[config.mk]
export PLATFORM = sky130hd
export DESIGN_NAME = priority_voice_allocator_top
export DESIGN_NICKNAME = d
export VERILOG_FILES = /design/src/pva_pkg.sv /design/src/pva_ram.sv /design/src/pva_cmp.sv /design/src/priority_voice_allocator_top.sv
export SDC_FILE = /design/constraint.sdc
export NUM_CORES = 2
export LEC_CHECK = 0
export BUFFER_PORTS_ARGS = -buffer_cell sky130_fd_sc_hd__buf_2
export CELL_PAD_IN_SITES_DETAIL_PLACEMENT = 2
export CELL_PAD_IN_SITES_GLOBAL_PLACEMENT = 2
export CORE_MARGIN = 4
export CORE_UTILIZATION = 37
export CTS_CLUSTER_SIZE = 16
export DETAILED_ROUTE_END_ITERATION = 10
export PLACE_DENSITY = 0.72
export SLEW_MARGIN = 0
export SYNTH_ARGS = -nofsm -noshare
export SYNTH_HDL_FRONTEND = slang
export SYNTH_HIERARCHICAL = 1
export SYNTH_SLANG_ARGS = --single-unit
[constraint.sdc]
create_clock -name clk -period 12.15 [get_ports clk]
set_clock_uncertainty 0.1 [all_clocks]
set_input_delay 1.8225 -clock clk [delete_from_list [all_inputs] [get_ports clk]]
set_output_delay 1.8225 -clock clk [all_outputs]
set_load 0.005 [all_outputs]
[src/pva_pkg.sv]
// Shared types and constants for the priority voice allocator.
// Used by pva_cmp, the top level and the checker; depends on nothing.
package pva_pkg;

  localparam int TAG_W             = 31;
  localparam int PRIO_IN_W         = 16;
  localparam int CH_W              = 5;
  localparam int CFG_W             = 6;
  localparam int FRESH_W           = 27;
  localparam int MAX_CHANNELS_DEF  = 32;
  localparam int PRIORITY_BITS_DEF = 16;

  localparam logic [CFG_W-1:0]   CFG_RESET   = 6'd32;
  localparam logic [FRESH_W-1:0] FRESH_RESET = 27'h7FF_FFFF;
  localparam logic [TAG_W-1:0]   SLOT_MASK   = 31'd14;

  typedef enum logic [1:0] {
    MODE_PLAY = 2'd0,
    MODE_STOP = 2'd1,
    MODE_PRIO = 2'd2
  } mode_t;

  typedef struct packed {
    mode_t                 mode;
    logic [TAG_W-1:0]      tag;
    logic [PRIO_IN_W-1:0]  priority_req;
    logic [CH_W-1:0]       channel;
  } in_req_t;

  typedef struct packed {
    logic                  accepted;
    logic [CH_W-1:0]       chosen_channel;
    logic [TAG_W-1:0]      assigned_tag;
    logic [TAG_W-1:0]      evicted_tag;
  } out_res_t;

  typedef struct packed {
    logic match;
    logic take;
  } cmp_res_t;

endpackage

[src/pva_ram.sv]
// Generic simple dual-port RAM with one write port and a registered read port.
// Depends on nothing.
module pva_ram #(
  parameter int WIDTH = 8,
  parameter int DEPTH = 32,
  parameter int AW    = (DEPTH > 1) ? $clog2(DEPTH) : 1
) (
  input  logic             clk,
  input  logic             we,
  input  logic [AW-1:0]    waddr,
  input  logic [WIDTH-1:0] wdata,
  input  logic [AW-1:0]    raddr,
  output logic [WIDTH-1:0] rdata
);

  logic [WIDTH-1:0] mem_r [DEPTH];

  always_ff @(posedge clk) begin
    if (we) begin
      mem_r[waddr] <= wdata;
    end
    rdata <= mem_r[raddr];
  end

endmodule

[src/pva_cmp.sv]
// Shared compare unit: checks one table entry against the request in a scan step.
// Depends on pva_pkg.
module pva_cmp
  import pva_pkg::*;
#(
  parameter int PRIORITY_BITS = PRIORITY_BITS_DEF
) (
  input  logic [TAG_W-1:0]         entry_tag,
  input  logic [PRIORITY_BITS-1:0] entry_prio,
  input  logic [TAG_W-1:0]         req_tag,
  input  logic [PRIORITY_BITS-1:0] best_prio,
  output cmp_res_t                 res
);

  // The no-interrupt bit takes no part in the tag match.
  assign res.match = (entry_tag[TAG_W-1:1] == req_tag[TAG_W-1:1]);
  // At or below the best so far, so a later entry wins a tie.
  assign res.take  = (entry_prio <= best_prio);

endmodule

[src/priority_voice_allocator_top.sv]
// Priority voice allocator, top level.
// Depends on pva_pkg, pva_ram and pva_cmp.
//
// Usage. A request is taken at a rising edge where start is high and busy is
// low; in_req carries mode, tag, priority_req and channel. Every request gives
// exactly one result, shown on out_res for a single cycle while out_valid is
// high. The receiver cannot hold results off, so there is no back-pressure.
// The configuration register channels_in_use is written through cfg_we and
// cfg_wdata; the user must write it only while the block is idle, which the
// block itself does not enforce. Values above MAX_CHANNELS act as MAX_CHANNELS.
//
// Timing. A play request scans the n entries in use one per cycle through a
// single compare unit fed by the table RAM's read port, stopping early on a
// tag match; its result is then registered from S_DONE, and the next request
// can be taken once the block is back in S_IDLE. Stop and refresh requests
// take one table read, issued on acceptance, and their result is registered
// from S_CHAN. A request that names an entry out of range, or an unused mode,
// answers in the next cycle.
//
// Reset. The synchronous active-low reset empties every entry at once by
// clearing per-entry valid bits, reloads the fresh tag counter and sets
// channels_in_use back to 32. There is no clearing pass.
module priority_voice_allocator_top
  import pva_pkg::*;
#(
  parameter int MAX_CHANNELS  = MAX_CHANNELS_DEF,
  parameter int PRIORITY_BITS = PRIORITY_BITS_DEF
) (
  input  logic             clk,
  input  logic             rst_n,
  input  logic             cfg_we,
  input  logic [CFG_W-1:0] cfg_wdata,
  input  logic             start,
  output logic             busy,
  input  in_req_t          in_req,
  output logic             out_valid,
  output out_res_t         out_res
);

  localparam int AW     = (MAX_CHANNELS > 1) ? $clog2(MAX_CHANNELS) : 1;
  localparam int NW     = $clog2(MAX_CHANNELS + 1);
  localparam int PW     = PRIORITY_BITS;
  localparam int ENT_W  = TAG_W + PW;

  typedef enum logic [1:0] {
    S_IDLE,
    S_SCAN,
    S_CHAN,
    S_DONE
  } state_t;

  state_t                  state_r, state_nxt;
  logic [NW-1:0]           rd_idx_r, rd_idx_nxt;
  logic [TAG_W-1:0]        tag_r, tag_nxt;
  logic [PW-1:0]           prio_r, prio_nxt;
  logic [PW-1:0]           best_r, best_nxt;
  logic                    sel_v_r, sel_v_nxt;
  logic [AW-1:0]           sel_idx_r, sel_idx_nxt;
  logic [TAG_W-1:0]        sel_tag_r, sel_tag_nxt;
  logic                    rej_r, rej_nxt;
  logic [FRESH_W-1:0]      cnt_r, cnt_nxt;
  logic [CFG_W-1:0]        cfg_r, cfg_nxt;
  logic [MAX_CHANNELS-1:0] valid_r, valid_nxt;
  logic                    rd_ok_r, rd_ok_nxt;
  logic [AW-1:0]           ch_r, ch_nxt;
  mode_t                   mode_r, mode_nxt;
  logic                    out_valid_r, out_valid_nxt;
  out_res_t                out_r, out_nxt;

  logic                    ram_we;
  logic [AW-1:0]           ram_waddr;
  logic [ENT_W-1:0]        ram_wdata;
  logic [AW-1:0]           ram_raddr;
  logic [ENT_W-1:0]        ram_rdata;

  logic [NW-1:0]           n_act;
  logic [NW-1:0]           rd_idx_inc;
  logic [FRESH_W-1:0]      fresh_cnt;
  logic [PW-1:0]           req_prio;
  logic                    ch_in_range;
  logic [TAG_W-1:0]        entry_tag;
  logic [PW-1:0]           entry_prio;
  cmp_res_t                cmp;

  // Entries beyond the configured count take no part in anything.
  assign n_act = (int'(cfg_r) > MAX_CHANNELS) ? NW'(MAX_CHANNELS) : NW'(cfg_r);
  assign rd_idx_inc  = NW'(rd_idx_r + 1'b1);
  assign fresh_cnt   = cnt_r - 1'b1;
  assign req_prio    = PW'(in_req.priority_req);
  assign ch_in_range = (int'(in_req.channel) < int'(n_act));

  // An entry whose valid bit is clear reads as empty: tag and priority zero.
  assign entry_tag  = rd_ok_r ? ram_rdata[ENT_W-1:PW] : '0;
  assign entry_prio = rd_ok_r ? ram_rdata[PW-1:0]     : '0;

  pva_ram #(
    .WIDTH (ENT_W),
    .DEPTH (MAX_CHANNELS),
    .AW    (AW)
  ) u_table (
    .clk   (clk),
    .we    (ram_we),
    .waddr (ram_waddr),
    .wdata (ram_wdata),
    .raddr (ram_raddr),
    .rdata (ram_rdata)
  );

  pva_cmp #(
    .PRIORITY_BITS (PW)
  ) u_cmp (
    .entry_tag  (entry_tag),
    .entry_prio (entry_prio),
    .req_tag    (tag_r),
    .best_prio  (best_r),
    .res        (cmp)
  );

  always_comb begin
    state_nxt     = state_r;
    rd_idx_nxt    = rd_idx_r;
    tag_nxt       = tag_r;
    prio_nxt      = prio_r;
    best_nxt      = best_r;
    sel_v_nxt     = sel_v_r;
    sel_idx_nxt   = sel_idx_r;
    sel_tag_nxt   = sel_tag_r;
    rej_nxt       = rej_r;
    cnt_nxt       = cnt_r;
    cfg_nxt       = cfg_we ? cfg_wdata : cfg_r;
    valid_nxt     = valid_r;
    ch_nxt        = ch_r;
    mode_nxt      = mode_r;
    out_valid_nxt = 1'b0;
    out_nxt       = out_r;
    ram_we        = 1'b0;
    ram_waddr     = sel_idx_r;
    ram_wdata     = {tag_r, prio_r};
    ram_raddr     = '0;

    unique case (state_r)
      S_IDLE: begin
        ram_raddr = (in_req.mode == MODE_PLAY) ? '0 : AW'(in_req.channel);
        if (start) begin
          mode_nxt    = in_req.mode;
          prio_nxt    = req_prio;
          best_nxt    = req_prio;
          sel_v_nxt   = 1'b0;
          rej_nxt     = 1'b0;
          rd_idx_nxt  = '0;
          ch_nxt      = AW'(in_req.channel);
          unique case (in_req.mode)
            MODE_PLAY: begin
              // A tag without slot bits gets a fresh one, even if later rejected.
              if ((in_req.tag & SLOT_MASK) == '0) begin
                cnt_nxt = fresh_cnt;
                tag_nxt = {fresh_cnt, 4'b0000};
              end else begin
                tag_nxt = in_req.tag;
              end
              state_nxt = (n_act == '0) ? S_DONE : S_SCAN;
            end
            MODE_STOP, MODE_PRIO: begin
              if (ch_in_range) begin
                state_nxt = S_CHAN;
              end else begin
                out_valid_nxt = 1'b1;
                out_nxt       = '0;
              end
            end
            default: begin
              out_valid_nxt = 1'b1;
              out_nxt       = '0;
            end
          endcase
        end
      end

      S_SCAN: begin
        ram_raddr = AW'(rd_idx_inc);
        if (cmp.match) begin
          sel_v_nxt   = 1'b1;
          sel_idx_nxt = AW'(rd_idx_r);
          sel_tag_nxt = entry_tag;
          rej_nxt     = tag_r[0];
          state_nxt   = S_DONE;
        end else begin
          if (cmp.take) begin
            sel_v_nxt   = 1'b1;
            sel_idx_nxt = AW'(rd_idx_r);
            sel_tag_nxt = entry_tag;
            best_nxt    = entry_prio;
          end
          if (rd_idx_inc == n_act) begin
            state_nxt = S_DONE;
          end else begin
            rd_idx_nxt = rd_idx_inc;
          end
        end
      end

      S_CHAN: begin
        out_valid_nxt = 1'b1;
        state_nxt     = S_IDLE;
        if (mode_r == MODE_STOP) begin
          valid_nxt[ch_r]        = 1'b0;
          out_nxt.accepted       = 1'b1;
          out_nxt.chosen_channel = CH_W'(ch_r);
          out_nxt.assigned_tag   = '0;
          out_nxt.evicted_tag    = entry_tag;
        end else if (entry_tag != '0) begin
          ram_we                 = 1'b1;
          ram_waddr              = ch_r;
          ram_wdata              = {entry_tag, prio_r};
          out_nxt.accepted       = 1'b1;
          out_nxt.chosen_channel = CH_W'(ch_r);
          out_nxt.assigned_tag   = entry_tag;
          out_nxt.evicted_tag    = '0;
        end else begin
          out_nxt = '0;
        end
      end

      S_DONE: begin
        out_valid_nxt        = 1'b1;
        state_nxt            = S_IDLE;
        out_nxt.assigned_tag = tag_r;
        if (sel_v_r && !rej_r) begin
          ram_we                 = 1'b1;
          valid_nxt[sel_idx_r]   = 1'b1;
          out_nxt.accepted       = 1'b1;
          out_nxt.chosen_channel = CH_W'(sel_idx_r);
          out_nxt.evicted_tag    = sel_tag_r;
        end else begin
          out_nxt.accepted       = 1'b0;
          out_nxt.chosen_channel = '0;
          out_nxt.evicted_tag    = '0;
        end
      end

      default: begin
        state_nxt = S_IDLE;
      end
    endcase

    // The valid bit follows the read address so it lines up with the RAM data.
    rd_ok_nxt = (int'(ram_raddr) < MAX_CHANNELS) ? valid_r[ram_raddr] : 1'b0;
  end

  always_ff @(posedge clk) begin
    if (!rst_n) begin
      state_r     <= S_IDLE;
      cnt_r       <= FRESH_RESET;
      cfg_r       <= CFG_RESET;
      valid_r     <= '0;
      rd_ok_r     <= 1'b0;
      out_valid_r <= 1'b0;
    end else begin
      state_r     <= state_nxt;
      rd_idx_r    <= rd_idx_nxt;
      tag_r       <= tag_nxt;
      prio_r      <= prio_nxt;
      best_r      <= best_nxt;
      sel_v_r     <= sel_v_nxt;
      sel_idx_r   <= sel_idx_nxt;
      sel_tag_r   <= sel_tag_nxt;
      rej_r       <= rej_nxt;
      cnt_r       <= cnt_nxt;
      cfg_r       <= cfg_nxt;
      valid_r     <= valid_nxt;
      rd_ok_r     <= rd_ok_nxt;
      ch_r        <= ch_nxt;
      mode_r      <= mode_nxt;
      out_valid_r <= out_valid_nxt;
      out_r       <= out_nxt;
    end
  end

  assign busy      = (state_r != S_IDLE);
  assign out_valid = out_valid_r;
  assign out_res   = out_r;

endmodule

==> results.txt <==
Prior to clock tree synthesis, the placed netlist has a worst setup slack of 5.848 ns. The number of instances in the placed design is 6985. The proportion of netlist area held by the largest area contributor came out at 70.33%. The die covers 201700 µm².

In this run the clock root is driven by a sky130_fd_sc_hd__clkbuf_16. The number of nets in the synthesized netlist came out at 4565. The number of failing hold endpoints at the final stage is 0.

The min-delay analysis places its worst path in the category reg2reg. Entering global routing, the biggest net connects 134 pins. The critical path is of the reg2reg type.

The number of buffers inserted by hold repair at cts came out at 0. At the worst endpoint, the required time is 12.45 ns. The share of the cycle needed by the critical path after routing came out at 53.68%. Data on the critical path arrives at its endpoint at 6.82 ns.

The headroom to the max-slew limit is 12.13%. The max-slew violation count came to 0. The cell type group with the largest total delay on the critical path is simple AND/OR/NAND/NOR gates. STA classifies the critical path startpoint as a flip-flop.

The largest individual stage delay along the critical path comes from the cell sky130_fd_sc_hd__nor2_4. The number of violations reported at the end of detailed-routing iteration 0 came out at 4479. Averaged over all synthesized cells, the footprint is 16.08 µm². For the worst-skew pair, the clock arrives at the later sink with an insertion delay of 0.82 ns. The wire-length estimate of the detail-placed layout is 132200 µm. The total of flip-flops plus latches after synthesis came out at 1802.

The count of input and output buffers is 133. CTS built an H-tree with a depth of 4. The number of enable-type register cells in the synthesized netlist came out at 1686. The placeable core region came out at 193000 µm². The slew at the pin closest to its max-slew limit came out at 1.318 ns. The count of clock tree sinks is 1802. Setup repair after global routing left no endpoint under its margin. The I/O pin total came out at 134. The maximum ir drop on the vdd rail is 0.09988 mV. The largest single stage delay on the critical path is 1.26 ns. The highest fanout seen on the critical path is 39.

TritonCTS created 187 clock buffers. In the layout the commonest cells are 1686 x sky130_fd_sc_hd__edfxtp_1, 764 x sky130_fd_sc_hd__mux2i_1, 328 x sky130_fd_sc_hd__nand2_1, 196 x sky130_fd_sc_hd__clkbuf_16, 191 x sky130_fd_sc_hd__a21oi_1. The tool flagged a number of max-cap violations equal to 0. The final-stage net count came out at 4735. The final standard cell count with taps included and fillers excluded is 7330. In the synthesized netlist, the number of instances is 4478. The clock period could shrink to 6.522 ns. The height of the chip is 449.1 µm. The wire length per cell came out at 33.64 µm. The final cell utilization of the core came out at 42.22%. The overall via count from detail_route is 43103.

The antenna diode instance count is 0. Summing every instance area after synthesis gives 71990 µm². The worst setup slack after layout is 5.628 ns.

The via count of the first global-routing pass is 46581. The number of failing setup endpoints in the final timing report came out at 0. The routability congestion estimate is 0.7735. Yosys printed 6 warnings. The number of iterations in the first detailed-routing pass is 6. Counting distinct cell types in the post-synthesis netlist gives 75. The first global-routing pass estimated 352500 µm of wire. The signal on the critical path passes through nor4_1, nand4_1, o2111ai_1, or2_2, buf_4, nand2_1, nand2_1, nand3b_1, nor2_4, buf_4. For the final routed database, the setup TNS stands at 0 ns.

The library cell used most frequently in the layout, excluding fill and tap cells, is sky130_fd_sc_hd__edfxtp_1. The global routing usage summed across all routing layers is 23.90%. The final antenna-violating net count is 0.

The run finished with clean final reports. The fraction of synthesis flops using an asynchronous set or reset pin is 0%. The cell type contributing the most total cell area after synthesis is sky130_fd_sc_hd__edfxtp_1.

The number of buffers and inverters on the critical path is 2. The die width is 449.1 µm. The post-route DRC violation count came out at 0. The number of antenna violations at the first check in global routing is 3. The total power came out at 0.01365 W. The aggregate global routing overflow is 0. The worst setup path is captured at a flip-flop. After clock tree synthesis, the repair step resized 0 gates. The signed area change from the synthesized netlist to the final layout came out at 13.19%. In the synthesized netlist the dominant register cell turns out to be sky130_fd_sc_hd__edfxtp_1. In this run the power density over the cells is 167.5 nW/µm². In the post-synthesis netlist, the biggest area contributors are sky130_fd_sc_hd__edfxtp_1 70%, sky130_fd_sc_hd__mux2i_1 11%, sky130_fd_sc_hd__dfxtp_1 3.2%, sky130_fd_sc_hd__nand2_1 1.7%, sky130_fd_sc_hd__a22oi_1 1.6%.

TritonCTS built the clock tree. The initial core utilization is 37.30%. The final wirelength is 246600 µm. The initialized floorplan defines 161 standard-cell rows.

The average vias per placed instance is 5.880. The analysis attributes to cell leakage a power of 27.10 nW. The buffers inserted during post-CTS setup optimization is 0. The peak clock frequency supported by timing is 153.3 MHz. The post-synthesis sequential area ratio came out at 73.56%.

The ratio of cells with drive above 1 in the final layout is 12.57%. The maximum buffer depth of the clock tree is 3. The clock input transition at the sequential cells of the worst setup and hold paths is 0.06 ns.
-- worst reg2reg max path, stage by stage (launching register included) --
cell                        delay (ns)
sky130_fd_sc_hd__dfxtp_1          0.37
sky130_fd_sc_hd__nor4_1           0.65
sky130_fd_sc_hd__nand4_1          0.53
sky130_fd_sc_hd__o2111ai_1        0.58
sky130_fd_sc_hd__or2_2            0.21
sky130_fd_sc_hd__buf_4            0.45
sky130_fd_sc_hd__nand2_1          0.12
sky130_fd_sc_hd__nand2_1          0.18
sky130_fd_sc_hd__nand3b_1         0.72
sky130_fd_sc_hd__nor2_4           1.27
sky130_fd_sc_hd__buf_4            0.89
-- layout make-up --
type	instances	area, µm²
repair buffers	234	1511
inverters	46	180.2
fillers	18426	111500
multi-input cells	2377	17780
clock buffers	259	5221
well taps	2526	3161
clock inverters	86	670.6
flip-flops and latches	1802	52950
-- sequential cells by signal, summed over array words and instances, names as in the netlist, 5 cells and up --
register,count
sel_tag_r,31
prio_r,16
u_table/mem_r,1504
ch_r,5
best_r,16
sel_idx_r,5
u_table/rdata,47
out_res,68
cfg_r,6
tag_r,31
rd_idx_r,6
valid_r,32
cnt_r,27
-- metal layers --
metal,wire [µm],up-vias,track usage [%]
met1,100400,23442,30.91
met3,13230,418,3.441
met5,0,-,0
met4,8502,0,7.966
li1,-,17739,-
met2,124500,1504,41.28
-- cell families (layout without fill, tap and decap cells) --
logic type	count (synthesis)	after routing	share of synthesized area, %
AOI/OAI and AO/OA	672	672	6.174
xor gates and xnor gates	76	76	0.9664
adders and majority gates	23	23	0.3998
buffers and inverters	299	625	2.315
DFF	1802	1802	73.56
muxes	799	799	11.17
and+or+nand+nor	807	807	5.418
-- through the flow --
| stage | hold WS (ns) | instance area, µm² |
|---|---|---|
| CTS | 0.3842 | 81480 |
| detailed placement | 0.3735 | 75590 |
| finish | 0.3880 | 81480 |
| global route | 0.4090 | 81480 |
| floorplan | 0.3488 | 71990 |
| global placement | 0.3618 | 75590 |
-- final timing paths --
check,start,end,slack (ns),cells after the start
max reg2reg,u_table/rdata[24],u_table/mem_r[17][17],5.63,10
min,valid_r[28],valid_r[28],0.39,2
min reg2reg,valid_r[28],valid_r[28],0.39,2
max,u_table/rdata[24],u_table/mem_r[17][17],5.63,10
-- synth_stat cells (23+ instances only) --
cell	n
sky130_fd_sc_hd__xor2_1	37
sky130_fd_sc_hd__buf_2	42
sky130_fd_sc_hd__edfxtp_1	1686
sky130_fd_sc_hd__ha_1	23
sky130_fd_sc_hd__xnor2_1	37
sky130_fd_sc_hd__nor2_1	90
sky130_fd_sc_hd__mux2_2	35
sky130_fd_sc_hd__a21oi_1	192
sky130_fd_sc_hd__dfxtp_1	116
sky130_fd_sc_hd__clkbuf_1	118
sky130_fd_sc_hd__mux2i_1	764
sky130_fd_sc_hd__nor3_1	61
sky130_fd_sc_hd__a22oi_1	158
sky130_fd_sc_hd__o21ai_0	97
sky130_fd_sc_hd__nand2_1	329
sky130_fd_sc_hd__a22o_1	122
sky130_fd_sc_hd__nand3_1	162
sky130_fd_sc_hd__a31oi_1	56
sky130_fd_sc_hd__buf_6	34
sky130_fd_sc_hd__buf_4	37
sky130_fd_sc_hd__inv_1	45
sky130_fd_sc_hd__and2_1	43
-- report_power, final --
part	leakage [nW]	switching (W)	total, W	internal, W
clock	2.85	0.00246	0.00565	0.00320
combinational	8.07	0.000709	0.00107	0.000357
sequential	16.2	0.0000992	0.00693	0.00683
total	27.1	0.00326	0.0137	0.0104
(Power assumes the default switching activity.)
